--- src/design/pu_pkg.sv ---
`timescale 1ns / 1ps
// ----------------------------------------------------------------------------
// pu_pkg: shared definitions for the permutation unranking block
// Field widths, the factorial table, controller states and the command and
// status bundles that pass between the controller and the datapath.
// ----------------------------------------------------------------------------
package pu_pkg;

  localparam int MAX_SIZE = 20;   // largest supported permutation size
  localparam int RANK_W   = 62;   // width of the rank field
  localparam int SIZE_W   = 5;    // width of the size register
  localparam int ELEM_W   = 5;    // width of one element and one digit
  localparam int STEP_W   = $clog2(ELEM_W);  // counts quotient bits of a digit
  localparam int TRIAL_W  = RANK_W + ELEM_W; // a factorial shifted by a digit bit

  localparam logic [SIZE_W-1:0] PERM_SIZE_RST = SIZE_W'(20);

  // Factorials 0! through 20!; entry n is n!.
  localparam logic [RANK_W-1:0] FACT [0:MAX_SIZE] = '{
    62'd1,
    62'd1,
    62'd2,
    62'd6,
    62'd24,
    62'd120,
    62'd720,
    62'd5040,
    62'd40320,
    62'd362880,
    62'd3628800,
    62'd39916800,
    62'd479001600,
    62'd6227020800,
    62'd87178291200,
    62'd1307674368000,
    62'd20922789888000,
    62'd355687428096000,
    62'd6402373705728000,
    62'd121645100408832000,
    62'd2432902008176640000
  };

  typedef enum logic [2:0] {
    PU_IDLE,
    PU_CHECK,
    PU_DIV,
    PU_PICK,
    PU_OOR
  } pu_state_t;

  typedef struct packed {
    logic load;      // take a new rank and the current size
    logic div_step;  // one quotient bit of the current digit
    logic pick;      // select the value for the digit and emit it
    logic emit_oor;  // emit the single out-of-range word
  } pu_cmd_t;

  typedef struct packed {
    logic oor;       // rank is not below n!
    logic div_done;  // the last quotient bit of the digit is being made
    logic pos_last;  // the current position is the final one
    logic out_free;  // the output register can take a word this cycle
  } pu_stat_t;

endpackage

--- src/design/pu_if.sv ---
`timescale 1ns / 1ps
// ----------------------------------------------------------------------------
// pu_if: channel interfaces of the permutation unranking block
// Rank input, element output and size configuration, each a valid/ready
// channel with a source and a sink side.
// ----------------------------------------------------------------------------
interface pu_rank_if import pu_pkg::*; ();
  logic              valid;
  logic              ready;
  logic [RANK_W-1:0] rank;

  modport source (output valid, output rank, input ready);
  modport sink   (input valid, input rank, output ready);
endinterface

interface pu_elem_if import pu_pkg::*; ();
  logic              valid;
  logic              ready;
  logic [ELEM_W-1:0] element;
  logic              last;
  logic              out_of_range;

  modport source (output valid, output element, output last, output out_of_range,
                  input ready);
  modport sink   (input valid, input element, input last, input out_of_range,
                  output ready);
endinterface

interface pu_cfg_if import pu_pkg::*; ();
  logic              valid;
  logic              ready;
  logic [SIZE_W-1:0] perm_size;

  modport source (output valid, output perm_size, input ready);
  modport sink   (input valid, input perm_size, output ready);
endinterface

--- src/design/permutation_unrank_top.sv ---
`timescale 1ns / 1ps
// ----------------------------------------------------------------------------
// permutation_unrank_top: factoradic permutation unranking
// Takes a rank k and emits the k-th lexicographic permutation of 0..n-1,
// one element per word, with the final word marked.
// ----------------------------------------------------------------------------
//
//   Channel   Side   Word contents
//   -------   ----   ----------------------------------------------
//   rank_ch   sink   rank (62 bits)
//   perm_ch   source element (5 bits), last, out_of_range
//   cfg_ch    sink   perm_size (5 bits), always ready
//
// One rank is handled at a time. After the accept cycle the range check runs;
// each position then takes a five-bit restoring division against a factorial
// (one quotient bit per cycle) and then a selection step. An out-of-range
// rank goes from the range check straight to a single flagged word. A stalled
// output holds the machine in the selection step or the out-of-range step.
// Reset is synchronous and sets the size to 20; no memory clearing is
// needed.
//
module permutation_unrank_top import pu_pkg::*; #(
  parameter int MaxSize = MAX_SIZE
) (
  input logic         clk,
  input logic         rst,
  pu_rank_if.sink     rank_ch,
  pu_elem_if.source   perm_ch,
  pu_cfg_if.sink      cfg_ch
);

  pu_cmd_t  cmd;
  pu_stat_t stat;

  // The size register is a plain flop, so configuration words are always taken.
  assign cfg_ch.ready = 1'b1;

  // The controller decides when a rank is taken and which datapath step runs.
  pu_ctrl u_ctrl (
    .clk      (clk),
    .rst      (rst),
    .in_valid (rank_ch.valid),
    .in_ready (rank_ch.ready),
    .stat     (stat),
    .cmd      (cmd)
  );

  // The datapath turns the rank into digits most significant first, dividing
  // the remainder by (n-1-i)! for position i, and picks each element at once.
  pu_dp #(
    .MaxSize (MaxSize)
  ) u_dp (
    .clk         (clk),
    .rst         (rst),
    .cmd         (cmd),
    .stat        (stat),
    .rank        (rank_ch.rank),
    .cfg_we      (cfg_ch.valid),
    .cfg_size    (cfg_ch.perm_size),
    .out_valid   (perm_ch.valid),
    .out_ready   (perm_ch.ready),
    .out_element (perm_ch.element),
    .out_last    (perm_ch.last),
    .out_oor     (perm_ch.out_of_range)
  );

endmodule

--- src/design/pu_ctrl.sv ---
`timescale 1ns / 1ps
// ----------------------------------------------------------------------------
// pu_ctrl: sequencing state machine
// Steps the datapath through range check, digit extraction and selection.
// ----------------------------------------------------------------------------
module pu_ctrl import pu_pkg::*; (
  input  logic     clk,
  input  logic     rst,
  input  logic     in_valid,
  output logic     in_ready,
  input  pu_stat_t stat,
  output pu_cmd_t  cmd
);

  pu_state_t state;
  pu_state_t state_next;

  always_ff @(posedge clk) begin
    if (rst) begin
      state <= PU_IDLE;
    end else begin
      state <= state_next;
    end
  end

  always_comb begin
    state_next = state;
    unique case (state)
      PU_IDLE: begin
        if (in_valid) state_next = PU_CHECK;
      end
      PU_CHECK: begin
        state_next = stat.oor ? PU_OOR : PU_DIV;
      end
      PU_DIV: begin
        if (stat.div_done) state_next = PU_PICK;
      end
      PU_PICK: begin
        if (stat.out_free) state_next = stat.pos_last ? PU_IDLE : PU_DIV;
      end
      PU_OOR: begin
        if (stat.out_free) state_next = PU_IDLE;
      end
      default: state_next = PU_IDLE;
    endcase
  end

  always_comb begin
    in_ready     = (state == PU_IDLE);
    cmd.load     = (state == PU_IDLE) && in_valid;
    cmd.div_step = (state == PU_DIV);
    cmd.pick     = (state == PU_PICK) && stat.out_free;
    cmd.emit_oor = (state == PU_OOR) && stat.out_free;
  end

endmodule

--- src/design/pu_dp.sv ---
`timescale 1ns / 1ps
// ----------------------------------------------------------------------------
// pu_dp: unranking datapath
// Holds the size register, the running remainder, the digit being built,
// the mask of unused values and the output register.
// ----------------------------------------------------------------------------
module pu_dp import pu_pkg::*; #(
  parameter int MaxSize = MAX_SIZE
) (
  input  logic              clk,
  input  logic              rst,
  input  pu_cmd_t           cmd,
  output pu_stat_t          stat,
  input  logic [RANK_W-1:0] rank,
  input  logic              cfg_we,
  input  logic [SIZE_W-1:0] cfg_size,
  output logic              out_valid,
  input  logic              out_ready,
  output logic [ELEM_W-1:0] out_element,
  output logic              out_last,
  output logic              out_oor
);

  logic [SIZE_W-1:0]  perm_size;
  logic [SIZE_W-1:0]  n_eff;
  logic [SIZE_W-1:0]  size_clamped;
  logic [RANK_W-1:0]  rem;
  logic [SIZE_W-1:0]  pos;
  logic [STEP_W-1:0]  bit_idx;
  logic [ELEM_W-1:0]  digit;
  logic [MaxSize-1:0] mask;
  logic [MaxSize-1:0] mask_init;
  logic [MaxSize-1:0] hit;
  logic [ELEM_W-1:0]  sel;
  logic [RANK_W-1:0]  fact_pos;
  logic [TRIAL_W-1:0] trial;
  logic               fits;

  // A size of zero acts as one, anything above the maximum as the maximum.
  always_comb begin
    priority if (perm_size == '0) begin
      size_clamped = SIZE_W'(1);
    end else if (perm_size > SIZE_W'(MaxSize)) begin
      size_clamped = SIZE_W'(MaxSize);
    end else begin
      size_clamped = perm_size;
    end
  end

  always_comb begin
    for (int v = 0; v < MaxSize; v++) begin
      mask_init[v] = (SIZE_W'(v) < size_clamped);
    end
  end

  // Factorial of the number of positions after the current one.
  assign fact_pos = FACT[n_eff - pos - SIZE_W'(1)];
  assign trial    = {{ELEM_W{1'b0}}, fact_pos} << bit_idx;
  assign fits     = ({{ELEM_W{1'b0}}, rem} >= trial);

  // Value v is picked when it is unused and exactly digit unused values lie below it.
  always_comb begin
    logic [MaxSize-1:0] below;
    sel = '0;
    for (int v = 0; v < MaxSize; v++) begin
      below  = mask & ((MaxSize'(1) << v) - MaxSize'(1));
      hit[v] = mask[v] && (ELEM_W'($countones(below)) == digit);
      if (hit[v]) sel = sel | ELEM_W'(v);
    end
  end

  always_comb begin
    stat.oor      = (rem >= FACT[n_eff]);
    stat.div_done = (bit_idx == '0);
    stat.pos_last = (pos == n_eff - SIZE_W'(1));
    stat.out_free = !out_valid || out_ready;
  end

  always_ff @(posedge clk) begin
    if (rst) begin
      perm_size <= PERM_SIZE_RST;
    end else if (cfg_we) begin
      perm_size <= cfg_size;
    end
  end

  always_ff @(posedge clk) begin
    if (cmd.load) begin
      rem     <= rank;
      n_eff   <= size_clamped;
      mask    <= mask_init;
      pos     <= '0;
      digit   <= '0;
      bit_idx <= STEP_W'(ELEM_W - 1);
    end else if (cmd.div_step) begin
      if (fits) begin
        rem          <= rem - trial[RANK_W-1:0];
        digit[bit_idx] <= 1'b1;
      end
      bit_idx <= bit_idx - STEP_W'(1);
    end else if (cmd.pick) begin
      mask    <= mask & ~hit;
      pos     <= pos + SIZE_W'(1);
      digit   <= '0;
      bit_idx <= STEP_W'(ELEM_W - 1);
    end
  end

  always_ff @(posedge clk) begin
    if (rst) begin
      out_valid <= 1'b0;
    end else if (cmd.pick || cmd.emit_oor) begin
      out_valid <= 1'b1;
    end else if (out_ready) begin
      out_valid <= 1'b0;
    end
  end

  always_ff @(posedge clk) begin
    if (cmd.pick) begin
      out_element <= sel;
      out_last    <= stat.pos_last;
      out_oor     <= 1'b0;
    end else if (cmd.emit_oor) begin
      out_element <= '0;
      out_last    <= 1'b1;
      out_oor     <= 1'b1;
    end
  end

endmodule

--- src/flat_wrapper.sv ---
// flat-port wrapper written by rule: the top's interface ports become plain ports
module permutation_unrank_top_flat import pu_pkg::*;
#(
  parameter int MaxSize = MAX_SIZE
)
  (clk, rst, rank_ch_valid, rank_ch_rank, rank_ch_ready, perm_ch_valid, perm_ch_element, perm_ch_last, perm_ch_out_of_range, perm_ch_ready, cfg_ch_valid, cfg_ch_perm_size, cfg_ch_ready);
  pu_rank_if rank_ch_i ();
  pu_elem_if perm_ch_i ();
  pu_cfg_if cfg_ch_i ();
  input logic clk;
  input logic rst;
  input wire logic [$bits(rank_ch_i.valid)-1:0] rank_ch_valid;
  input wire logic [$bits(rank_ch_i.rank)-1:0] rank_ch_rank;
  output wire logic [$bits(rank_ch_i.ready)-1:0] rank_ch_ready;
  output wire logic [$bits(perm_ch_i.valid)-1:0] perm_ch_valid;
  output wire logic [$bits(perm_ch_i.element)-1:0] perm_ch_element;
  output wire logic [$bits(perm_ch_i.last)-1:0] perm_ch_last;
  output wire logic [$bits(perm_ch_i.out_of_range)-1:0] perm_ch_out_of_range;
  input wire logic [$bits(perm_ch_i.ready)-1:0] perm_ch_ready;
  input wire logic [$bits(cfg_ch_i.valid)-1:0] cfg_ch_valid;
  input wire logic [$bits(cfg_ch_i.perm_size)-1:0] cfg_ch_perm_size;
  output wire logic [$bits(cfg_ch_i.ready)-1:0] cfg_ch_ready;
  assign rank_ch_i.valid = rank_ch_valid;
  assign rank_ch_i.rank = rank_ch_rank;
  assign rank_ch_ready = rank_ch_i.ready;
  assign perm_ch_valid = perm_ch_i.valid;
  assign perm_ch_element = perm_ch_i.element;
  assign perm_ch_last = perm_ch_i.last;
  assign perm_ch_out_of_range = perm_ch_i.out_of_range;
  assign perm_ch_i.ready = perm_ch_ready;
  assign cfg_ch_i.valid = cfg_ch_valid;
  assign cfg_ch_i.perm_size = cfg_ch_perm_size;
  assign cfg_ch_ready = cfg_ch_i.ready;
  permutation_unrank_top #(.MaxSize(MaxSize)) u_core (.clk(clk), .rst(rst), .rank_ch(rank_ch_i), .perm_ch(perm_ch_i), .cfg_ch(cfg_ch_i));
endmodule
--- config.mk ---
export PLATFORM = sky130hd
export DESIGN_NAME = permutation_unrank_top_flat
export DESIGN_NICKNAME = d
export VERILOG_FILES = /design/src/design/pu_pkg.sv /design/src/design/pu_if.sv /design/src/design/permutation_unrank_top.sv /design/src/design/pu_ctrl.sv /design/src/design/pu_dp.sv /design/src/flat_wrapper.sv
export SDC_FILE = /design/constraint.sdc
export NUM_CORES = 1
export LEC_CHECK = 0
export BUFFER_PORTS_ARGS = -buffer_cell sky130_fd_sc_hd__buf_2
export CAP_MARGIN = 20
export CORE_ASPECT_RATIO = 0.6
export CORE_UTILIZATION = 55
export DETAILED_ROUTE_END_ITERATION = 16
export PLACE_DENSITY = 0.74
export SYNTH_ARGS = -nofsm -noshare
export SYNTH_HDL_FRONTEND = slang
export SYNTH_SLANG_ARGS = --single-unit
export TNS_END_PERCENT = 30
--- constraint.sdc ---
create_clock -name clk -period 5.89 [get_ports clk]
set_input_delay 0.2945 -clock clk [delete_from_list [all_inputs] [get_ports clk]]
set_output_delay 0.2945 -clock clk [all_outputs]
set_load 0.05 [all_outputs]
Word level (Yosys, flattened, before mapping)
Memories as Yosys holds them, arrays and structs flattened.
Cells that the tools add are included.
Word-level totals
  bits in registers: 116
  input port bits: 72
  ROM bits: 3968
  memories: 2
  output and inout port bits: 10
  word-level logic and storage cells: 214
Cells by class
  bitwise gates (word level): 6
  $lt $le $gt $ge: 27
  reduce and logical (&&, ||, !) cells: 42
  shift operators: 1
  add/sub/neg operators: 43
  muxes and demuxes: 51
  eq/ne operators: 30
Memory list
  (no name shown): depth 32, width 62, rd ports 1, clocked after Yosys merged registers in 0, write ports 0, RTL line pu_dp.sv:73  | stat.oor = (rem >= FACT[n_eff]);
  (no name shown): depth 32, width 62, rd ports 1, clocked after Yosys merged registers in 0, write ports 0, RTL line pu_dp.sv:57  | assign fact_pos = FACT[n_eff - pos - SIZE_W'(1)];
Operators with widths (count)
  $mux W62: 7
  $eq A5 B5 Y1: 19
  $ge A62 B67 Y1: 1
  $shl A62 B3 Y67: 1
  $add A5 B5 Y5: 13
  $ge A62 B62 Y1: 1
  $sub A62 B62 Y62: 1
  $mux W20: 3
  $mux W5: 11
  $lt A4 B5 Y1 const A: 8
  $mux W3: 11
  $mux W4: 8
  $add A5 B1 Y5: 5
  $logic_and A1 B1 Y1: 24
  $and A20 B20 Y20: 1
  $lt A3 B5 Y1 const A: 4
  $lt A5 B5 Y1 const A: 4
  $not A20 Y20: 1
  $add A1 B1 Y2: 9
  $pmux W3 S5: 1
  $add A2 B2 Y3: 4
  $ge A6 B6 Y1 const B: 2
  $not A5 Y6: 2
  $reduce_bool A2 Y1: 6
  other kinds (30): 53

Longest topological paths before layout
Gate-level depths: netlist of run 1.
  depth after elaboration: 22
  gate-level depth with buffers: 27
  depth with buffers taken out: 25

Cells and area by module
From an unflattened synthesis of run 1, not the netlist that was laid out.
Unflattened totals
  cell total of the unflattened synthesis: 2097
  area total of the unflattened synthesis: 16699.8 um2
By module, submodules not included
  pu_dp: instances 1, sequential area each 3193.1 um2, area an instance 16512.1 um2, cells each 2073
  pu_ctrl: instances 1, sequential area each 60.1 um2, area an instance 176.4 um2, cells each 22
  permutation_unrank_top: instances 1, sequential area each 0.0 um2, area an instance 11.3 um2, cells each 2

Worst setup path after synthesis of run 1
No wires, ideal clock.
  path kind: register -> register
  start point: register u_core.u_dp.n_eff[0]
  end point: register u_core.u_dp.rem[0] (enable)
  path slack: -418 ps
  data arrival time: 5632 ps
  period minus slack after synthesis: 6308 ps
  path buffers: 0
  cell stages (with the launch flop): 22
  library setup time: 676 ps
  path through: edfxtp_1 > ha_1 > inv_1 > fa_1 > inv_1 > ha_1 > nor2_1 > a21oi_1 > a21oi_1 > or3_1 > o21ai_0 > o21ai_0 > ha_1 > a21o_1 > a21o_1 > a21o_1 > a221o_1 > a32o_1 > o21a_2 > a31oi_1 > a211o_1 > nand2_1
Between the ends
  word-level cells in the longest chain between the ends: 10
RTL lines
  from (decl): RTL line pu_dp.sv:25  | logic [SIZE_W-1:0] n_eff;
  from (signal assigned): RTL line pu_dp.sv:90  | n_eff <= size_clamped;
  $sub A5 B5 Y5: RTL line pu_dp.sv:57
  $sub A5 B1 Y5: RTL line pu_dp.sv:57
  $not A5 Y6 (not written as such): RTL line pu_dp.sv:57
  $mem_v2 Z32 W62
  $mux W62 (not written as such) (2 in a row): RTL line pu_dp.sv:57
  $shl A62 B3 Y67: RTL line pu_dp.sv:58  | assign trial = {{ELEM_W{1'b0}}, fact_pos} << bit_idx;
  $ge A62 B67 Y1: RTL line pu_dp.sv:59  | assign fits = ({{ELEM_W{1'b0}}, rem} >= trial);
  $reduce_bool A2 Y1 (no source line)
  $reduce_and A2 Y1 (no source line)
  to (signal assigned): RTL line pu_dp.sv:89  | rem <= rank;
  to (signal assigned): RTL line pu_dp.sv:97  | rem <= rem - trial[RANK_W-1:0];
  to (decl): RTL line pu_dp.sv:27  | logic [RANK_W-1:0] rem;
Every way passes these cells. The select of a mux whose other input is x is not followed.
A chain may end at the register's enable or synchronous reset.

Worst setup path in the final report of run 1
  start point: register u_core.u_dp.pos[0]
  end point: register u_core.u_dp.rem[58], data pin
Between the ends
  word-level cells in the longest chain between the ends: 11
RTL lines
  from (decl): RTL line pu_dp.sv:28  | logic [SIZE_W-1:0] pos;
  from (signal assigned): RTL line pu_dp.sv:103  | pos <= pos + SIZE_W'(1);
  $sub A5 B5 Y5: RTL line pu_dp.sv:57
  $sub A5 B1 Y5: RTL line pu_dp.sv:57
  $not A5 Y6 (not written as such): RTL line pu_dp.sv:57
  $mem_v2 Z32 W62
  $mux W62 (not written as such) (2 in a row): RTL line pu_dp.sv:57
  $shl A62 B3 Y67: RTL line pu_dp.sv:58
  $sub A62 B62 Y62: RTL line pu_dp.sv:97
  $mux W62: RTL line pu_dp.sv:96  | if (fits) begin
  $mux W62: RTL line pu_dp.sv:95  | end else if (cmd.div_step) begin
  $mux W62: RTL line pu_dp.sv:88  | if (cmd.load) begin
Every way passes these cells. The select of a mux whose other input is x is not followed.

==> results of run 1 <==
## worst register-to-register path, cell delays in order (launching register included)
cell,delay (ns)
sky130_fd_sc_hd__dfxtp_1,0.35
sky130_fd_sc_hd__inv_1,0.07
sky130_fd_sc_hd__ha_1,0.16
sky130_fd_sc_hd__inv_1,0.05
sky130_fd_sc_hd__fa_1,0.39
sky130_fd_sc_hd__nor2b_1,0.15
sky130_fd_sc_hd__o21ai_0,0.13
sky130_fd_sc_hd__nand2b_1,0.30
sky130_fd_sc_hd__xor2_2,0.30
sky130_fd_sc_hd__buf_4,0.18
sky130_fd_sc_hd__nand2_4,0.10
sky130_fd_sc_hd__o22ai_2,0.21
sky130_fd_sc_hd__o21bai_1,0.13
sky130_fd_sc_hd__mux2i_1,0.29
sky130_fd_sc_hd__mux2i_1,0.18
sky130_fd_sc_hd__ha_1,0.44
sky130_fd_sc_hd__nand4_1,0.25
sky130_fd_sc_hd__buf_4,0.16
sky130_fd_sc_hd__inv_1,0.04
sky130_fd_sc_hd__a211oi_2,0.27
sky130_fd_sc_hd__o41ai_4,0.14
sky130_fd_sc_hd__a211oi_4,0.26
sky130_fd_sc_hd__buf_4,0.17
sky130_fd_sc_hd__o41a_1,0.24
sky130_fd_sc_hd__o21ai_2,0.12
sky130_fd_sc_hd__o22ai_1,0.19
sky130_fd_sc_hd__xor2_1,0.21
sky130_fd_sc_hd__a21oi_1,0.09
## registers in the layout, indices dropped and copies added, names as in the netlist
name                     cells
u_core.u_dp.bit_idx          3
u_core.u_dp.out_valid        1
u_core.u_dp.pos              5
u_core.u_dp.mask            20
u_core.u_dp.n_eff            5
u_core.u_dp.out_last         1
u_core.u_dp.out_element      5
u_core.u_dp.out_oor          1
u_core.u_ctrl.state          3
u_core.u_dp.perm_size        5
u_core.u_dp.digit            5
u_core.u_dp.rem             62
## cell usage in the layout, fill, tap and decap left out, drive strengths merged, types with 7 or more instances in the layout
cell,Yosys,final
o21a,13,13
a31oi,29,29
nand3,55,55
a21o,67,67
dfxtp,23,23
fa,30,30
nand2b,18,18
nor4,18,18
ha,202,202
o21bai,12,12
o31ai,11,11
buf,27,188
or3,9,9
a211oi,20,20
o211ai,11,11
nor2,186,186
and3,15,15
xor2,71,71
nand4,35,35
a22oi,8,8
o22ai,33,33
edfxtp,93,93
a21boi,7,7
a21oi,226,226
o21ai,147,147
mux2,9,9
a211o,9,9
clkbuf,96,20
nor3,60,60
inv,91,102
mux2i,52,52
nor2b,20,20
xnor2,88,88
nand2,205,205
## kinds of logic after synthesis
| logic type | Yosys count | synth area share [%] |
|---|---|---|
| AO/OA/AOI/OAI | 643 | 24.5 |
| XOR/XNOR | 159 | 8.62 |
| adder cells (fa/ha/maj) | 232 | 19.4 |
| buffers and inverters | 216 | 5.12 |
| flip-flops | 116 | 20.1 |
| multiplexers | 61 | 3.85 |
| other | 1 | 0.0232 |
| AND/OR/NAND/NOR | 645 | 18.4 |
## through the flow
step / cells / area, sq um / setup slack, ns / setup TNS [ns] / utilization (%)
after floorplan: 2073 / 16200 / 0.181 / 0 / -
after global placement: 2483 / 17200 / -0.124 / -0.191 / 59.6
after detailed placement: 2483 / 17200 / -0.0894 / -0.152 / 59.6
after CTS: 2515 / 17800 / 0.0132 / 0 / 61.8
after global routing: 2545 / 18500 / -0.209 / -11.75 / 64.1
final: 2547 / 18500 / 0.0459 / 0 / 64.2
## layer usage
layer | track usage, % | share of wire, % | wire (um) | up-vias
li1 | - | - | - | 7731
met1 | 55.0 | 46 | 25800 | 7746
met2 | 47.3 | 38 | 21300 | 1023
met3 | 12.8 | 14 | 7770 | 83
met4 | 6.58 | 1.3 | 716 | 0
met5 | 0 | 0 | 0 | -
## what timing repair did
action | in CTS | in global routing
buffers inserted | 0 | 28
endpoints found under the setup margin | 7 | 99
pin swaps | 0 | 29
cloned | 0 | 2
resized for setup | 5 | 110
## final timing paths
kind / to / cells past startpoint
worst max register to register: u_core.u_dp.rem[58]$_DFFE_PP_ / 27
worst min register to register: u_core.u_dp.pos[1]$_SDFFE_PP0P_ / 2
worst min-delay path: u_core.u_dp.perm_size[2]$_SDFFE_PP1P_ / 2
worst max-delay path: u_core.u_dp.rem[58]$_DFFE_PP_ / 27
## area by class of cell
cell class / count / area, sq um
Inverter: 93 / 349
Multi-Input combinational cell: 1741 / 12600
Sequential cell: 116 / 3260
Timing Repair Buffer: 188 / 1250
Fill cell: 2480 / 10300
Antenna cell: 2 / 5.00
Clock buffer: 20 / 489
Clock inverter: 12 / 105
Tap cell: 375 / 469
==> impl_summary.log, run 1 <==
INFO  metric detail-route-antenna-nets = 0
INFO  metric drtPass1Iterations = 6
INFO  metric global_route_wire_length_before_repair = 83500 um
INFO  metric cp_max_fo = 10
INFO  metric worst-path-buf-inv = 6
INFO  metric max_freq = 171 MHz
INFO  metric cts_tree = built
INFO  metric finalHoldViolCount = 0
INFO  metric worstHoldStart = cfg_ch_perm_size[2]
INFO  metric run_status = finished clean
INFO  metric synth.lib_cells_used.distinct = 84
INFO  metric slew-limit-headroom = 27.9%
INFO  metric max_cap_violations = 0
INFO  metric initial_antenna_violation_count = 2
INFO  metric ys.warnings.count = 0
INFO  metric placement.io_buffers = 80
INFO  metric synth_area_leader_cell = sky130_fd_sc_hd__edfxtp_1
INFO  metric syn2layout_area_growth = 14.5%
INFO  metric gpl.final_weighted_congestion = 0.998
INFO  metric wire_per_inst = 21.8 um
INFO  metric clk_latency_worst_skew_pair = 0.47 ns
INFO  metric clock_sinks = 116
INFO  metric design.die.area = 30100 sq um
INFO  metric worst_slew_pin_slew = 1.07 ns
INFO  metric arrival = 6.03 ns
INFO  metric rsz0062_at_grt = true
INFO  metric finish.net_count = 2461
INFO  metric synth.cell_area = 16200 sq um
INFO  metric post-dp-hpwl = 42300 um
INFO  metric synthesis.instances = 2073
INFO  metric critical-path-top-delay-family = compound AO/OA/AOI/OAI gates
INFO  metric grt_max_degree = 75
INFO  metric ctsLongestPathBuffers = 2
INFO  metric routed_via_density = 6.51
INFO  metric postSynth.asyncResetShare = 0%
INFO  metric yosys-top-cells-count = 225 x sky130_fd_sc_hd__a21oi_1, 204 x sky130_fd_sc_hd__nand2_1, 202 x sky130_fd_sc_hd__ha_1
INFO  metric cts.reportedPaths.clkPinSlew = 0.07 ns
INFO  metric die_x = 223 um
INFO  metric syn_avg_cell_area = 7.79 sq um
INFO  metric report.final.setup_viol = 0
INFO  metric maxSlewViolCount = 0
INFO  metric synth-seq-area-share = 20.1%
INFO  metric grt_overflow = 0
INFO  metric cp_data_required_time = 6.07 ns
INFO  metric critical_path.startpoint_type = flip-flop
INFO  metric fraction_of_final_layout_cells_sized_beyond_drive_strength_1 = 15.6%
INFO  metric synth_top_flop_cell = sky130_fd_sc_hd__edfxtp_1
INFO  metric synth.ff_latch_count = 116
INFO  metric worstSetupPathType = reg2reg
INFO  metric grt_pass1_vias = 14700
INFO  metric hold-worst-slack = 0.0531 ns
INFO  metric floorplan.initialDensity = 56.0%
INFO  metric synth_top_area_share = 17.3%
INFO  metric number_of_vias_in_the_routed_layout = 16600
INFO  metric syn-num-nets = 2377
INFO  metric critPathCaptureType = flip-flop
INFO  metric library_cell_used_as_clock_root_buffer = sky130_fd_sc_hd__clkbuf_16
INFO  metric num_rows = 48
INFO  metric period_share = 99.2%
INFO  metric cts-buffers-inserted = 17
INFO  metric postRouteWirelength = 55600 um
INFO  metric worst_setup_path_startpoint = u_core.u_dp.pos[0]$_SDFFE_PP0P_
INFO  metric post-synth-top-count-cell = sky130_fd_sc_hd__a21oi_1
INFO  metric cpPeakStageDelay = 0.44 ns
INFO  metric grt_util_all_layers = 35.9%
INFO  metric drc = 0
INFO  metric startpoint_of_the_worst_slack_reg_to_reg_timing_path = u_core.u_dp.pos[0]$_SDFFE_PP0P_
INFO  metric post-route-min-period = 5.84 ns
INFO  metric number_of_synthesized_flops_with_an_enable_pin = 93
INFO  metric drt_iter0_markers = 2283
INFO  metric postCtsHoldBufs = 0
INFO  metric pin_count = 82
INFO  metric die_height = 135 um
INFO  metric critical_path.slowest_cell = sky130_fd_sc_hd__ha_1
INFO  metric ctsHtreeMaxLevel = 4
INFO  metric r2r_slack = 0.05 ns
INFO  metric synth_top_cells_by_area = sky130_fd_sc_hd__edfxtp_1 17%, sky130_fd_sc_hd__ha_1 16%, sky130_fd_sc_hd__a21oi_1 7.0%
INFO  metric clock-skew-final = 0.0161 ns
INFO  metric worst_hold_path_type = in2reg
INFO  metric fp.coreArea = 28800 sq um
Power of run 1 is not shown: default switching activity piles up to over one toggle a cycle in this logic, so the estimate is an artifact.
==> run 2, diff against run 1 <==
--- a/config.mk
+++ b/config.mk
@@ -7,10 +7,12 @@
 export LEC_CHECK = 0
 export BUFFER_PORTS_ARGS = -buffer_cell sky130_fd_sc_hd__buf_2
 export CAP_MARGIN = 20
+export CELL_PAD_IN_SITES_DETAIL_PLACEMENT = 1
+export CELL_PAD_IN_SITES_GLOBAL_PLACEMENT = 2
 export CORE_ASPECT_RATIO = 0.6
-export CORE_UTILIZATION = 55
+export CORE_UTILIZATION = 35
 export DETAILED_ROUTE_END_ITERATION = 16
-export PLACE_DENSITY = 0.74
+export PLACE_DENSITY = 0.78
 export SYNTH_ARGS = -nofsm -noshare
 export SYNTH_HDL_FRONTEND = slang
 export SYNTH_SLANG_ARGS = --single-unit
==> impl_summary.log, run 2 (same netlist as run 1, synthesis figures left out) <==
INFO  metric num_rows = 60
INFO  metric period_share = 97.8%
INFO  metric groute.layer.met2.usage = 38.1%
INFO  metric pin_count = 82
INFO  metric number_of_vias_in_the_routed_layout = 16800
INFO  metric finish.net_count = 2524
INFO  metric postCtsHoldBufs = 0
INFO  metric finalHoldViolCount = 0
INFO  metric design.die.area = 47000 sq um
INFO  metric worstSetupPathType = reg2reg
INFO  metric timing.final.ws_setup = 0.129 ns
INFO  metric reg2regPathDepth = 23
INFO  metric hold-worst-slack = 0.0446 ns
INFO  metric clk_latency_worst_skew_pair = 0.47 ns
INFO  metric die_x = 279 um
INFO  metric grt_max_degree = 75
INFO  metric cp_data_required_time = 6.29 ns
INFO  metric critical_path.slowest_cell = sky130_fd_sc_hd__edfxtp_1
INFO  metric worst_hold_path_type = in2reg
INFO  metric report.final.setup_viol = 0
INFO  metric post-dp-hpwl = 52800 um
INFO  metric path_common_cell = sky130_fd_sc_hd__buf_4
INFO  metric largest_register = u_core.u_dp.rem
INFO  metric ctsHtreeMaxLevel = 4
INFO  metric grt_pass1_vias = 16500
INFO  metric min_delay_path_depth = 2
INFO  metric detail-route-antenna-nets = 0
INFO  metric cp_max_fo = 10
INFO  metric gpl.final_weighted_congestion = 0.945
INFO  metric placement.io_buffers = 80
INFO  metric slew-limit-headroom = 33.0%
INFO  metric worst-path-buf-inv = 6
INFO  metric library_cell_used_as_clock_root_buffer = sky130_fd_sc_hd__clkbuf_16
INFO  metric clock-skew-final = 0.0161 ns
INFO  metric drt_iter0_markers = 1473
INFO  metric initial_antenna_violation_count = 2
INFO  metric postRouteWirelength = 68100 um
INFO  metric cts.reportedPaths.clkPinSlew = 0.07 ns
INFO  metric run_status = finished clean
INFO  metric clock_sinks = 116
INFO  metric most-common-layout-cells = 211 x sky130_fd_sc_hd__a21oi_1, 198 x sky130_fd_sc_hd__nand2_1, 186 x sky130_fd_sc_hd__ha_1
INFO  metric critPathCaptureType = flip-flop
INFO  metric layout.cell_area.non_filler = 19400 sq um
INFO  metric place_ws = -0.302 ns
INFO  metric arrival = 6.16 ns
INFO  metric cts-buffers-inserted = 17
INFO  metric top_usage_layer = met1
INFO  metric floorplan.initialDensity = 35.7%
INFO  metric drtPass1Iterations = 5
INFO  metric syn2layout_area_growth = 20.2%
INFO  metric critical-path-top-delay-family = compound AO/OA/AOI/OAI gates
INFO  metric ctsLongestPathBuffers = 2
INFO  metric worst_slew_pin_slew = 1.00 ns
INFO  metric layout.cells.most_common = sky130_fd_sc_hd__a21oi_1
INFO  metric postPlaceCellArea = 18000 sq um
INFO  metric routed_via_density = 5.90
INFO  metric rsz0062_at_grt = true
INFO  metric final_core_utilization = 43.0%
INFO  metric cp_cell_sequence = inv_1, fa_2, buf_4, xor2_4, buf_4, buf_4, nand2_1, o221ai_1, and3_1, a21oi_1, ha_1, nor2_1, or3_1, nor4_2, o21a_2, a32o_1, buf_4, o21a_2, a31oi_2, a211o_4, buf_4, or3_4, o21ai_2
INFO  metric antennaDiodeCount = 0
INFO  metric fp.coreArea = 45200 sq um
INFO  metric grt_overflow = 0
INFO  metric cpPeakStageDelay = 0.44 ns
INFO  metric layout.area.seq = 3260 sq um
INFO  metric critical_path.startpoint_type = flip-flop
INFO  metric drc = 0
INFO  metric wire_per_inst = 23.9 um
INFO  metric max_cap_violations = 0
INFO  metric total_of_fill_cells_in_the_finished_design = 5517
INFO  metric max_freq = 174 MHz
INFO  metric groute.layer.met3.usage = 6.70%
INFO  metric grt_util_all_layers = 28.0%
INFO  metric global_route_wire_length_before_repair = 100000 um
INFO  metric maxSlewViolCount = 0
INFO  metric cts_tree = built
INFO  metric timing.critical_path.depth = 23
INFO  metric fraction_of_final_layout_cells_sized_beyond_drive_strength_1 = 18.4%
INFO  metric registers_with_the_most_flip_flops = u_core.u_dp.rem: 62 flops, u_core.u_dp.mask: 20 flops
INFO  metric die_height = 168 um
INFO  metric post-route-min-period = 5.76 ns
INFO  metric largest_register_ffs = 62
INFO  metric multiInputGateArea = 12600 sq um
INFO  metric use_met1 = 43.5%
-- run 2: changes by cell type in the layout (fill, tap and decap cells not counted), sizes merged --
cell    previous run  this run
diode              2         0
clkbuf            20        28
inv              102        94
buf              188       246
clkinv             3         7
nand2            205       206
-- run 2: area by class of cell --
| type | instances | area share, % |
|---|---|---|
| inverters | 93 | 1.80 |
| flip-flops and latches | 116 | 16.8 |
| clock buffers | 24 | 2.59 |
| repair buffers | 250 | 9.58 |
| well taps | 620 | 3.99 |
| clock inverters | 8 | 0.245 |
| multi-input cells | 1742 | 65.0 |
-- run 2: worst reg2reg max path, stage by stage, from the launching register on --
cell and delay [ns]:
sky130_fd_sc_hd__edfxtp_1 0.44, sky130_fd_sc_hd__inv_1 0.11, sky130_fd_sc_hd__fa_2 0.40, sky130_fd_sc_hd__buf_4 0.17
sky130_fd_sc_hd__xor2_4 0.27, sky130_fd_sc_hd__buf_4 0.25, sky130_fd_sc_hd__buf_4 0.18, sky130_fd_sc_hd__nand2_1 0.12
sky130_fd_sc_hd__o221ai_1 0.41, sky130_fd_sc_hd__and3_1 0.23, sky130_fd_sc_hd__a21oi_1 0.07, sky130_fd_sc_hd__ha_1 0.41
sky130_fd_sc_hd__nor2_1 0.06, sky130_fd_sc_hd__or3_1 0.40, sky130_fd_sc_hd__nor4_2 0.16, sky130_fd_sc_hd__o21a_2 0.23
sky130_fd_sc_hd__a32o_1 0.18, sky130_fd_sc_hd__buf_4 0.15, sky130_fd_sc_hd__o21a_2 0.19, sky130_fd_sc_hd__a31oi_2 0.14
sky130_fd_sc_hd__a211o_4 0.45, sky130_fd_sc_hd__buf_4 0.17, sky130_fd_sc_hd__or3_4 0.38, sky130_fd_sc_hd__o21ai_2 0.13
-- run 2: through the flow --
| stage | cells | setup TNS (ns) |
|---|---|---|
| detailed placement | 2790 | -1.63 |
| floorplan | 2073 | 0 |
| global placement | 2789 | -0.594 |
| CTS | 2823 | -0.000388 |
| finish | 2853 | 0 |
| global route | 2853 | -3.48 |
-- run 2: timing repair --
item / CTS / global route
pin swaps: 2 / 24
setup buffers: 1 / 21
hold endpoints to repair: 0 / 0
gates resized for setup: 8 / 124
setup endpoints to repair: 25 / 99
gates cloned: 0 / 9
-- run 2: path summary, 6_finish.rpt --
| path | end | start | slack, ns |
|---|---|---|---|
| max | u_core.u_dp.digit[2]$_SDFFE_PP0P_ | u_core.u_dp.n_eff[1]$_DFFE_PP_ | 0.13 |
| min | u_core.u_dp.perm_size[4]$_SDFFE_PP1P_ | cfg_ch_perm_size[4] | 0.04 |
| max reg2reg | u_core.u_dp.digit[2]$_SDFFE_PP0P_ | u_core.u_dp.n_eff[1]$_DFFE_PP_ | 0.13 |
| min reg2reg | u_core.u_dp.pos[1]$_SDFFE_PP0P_ | u_core.u_dp.pos[1]$_SDFFE_PP0P_ | 0.52 |
-- run 2: routing by layer --
layer	vias up	part of all wire (%)
li1	7864	-
met1	8369	52
met2	536	39
met3	58	7.7
met4	0	1.4
met5	-	0
Power of run 2 is left out for the same reason.
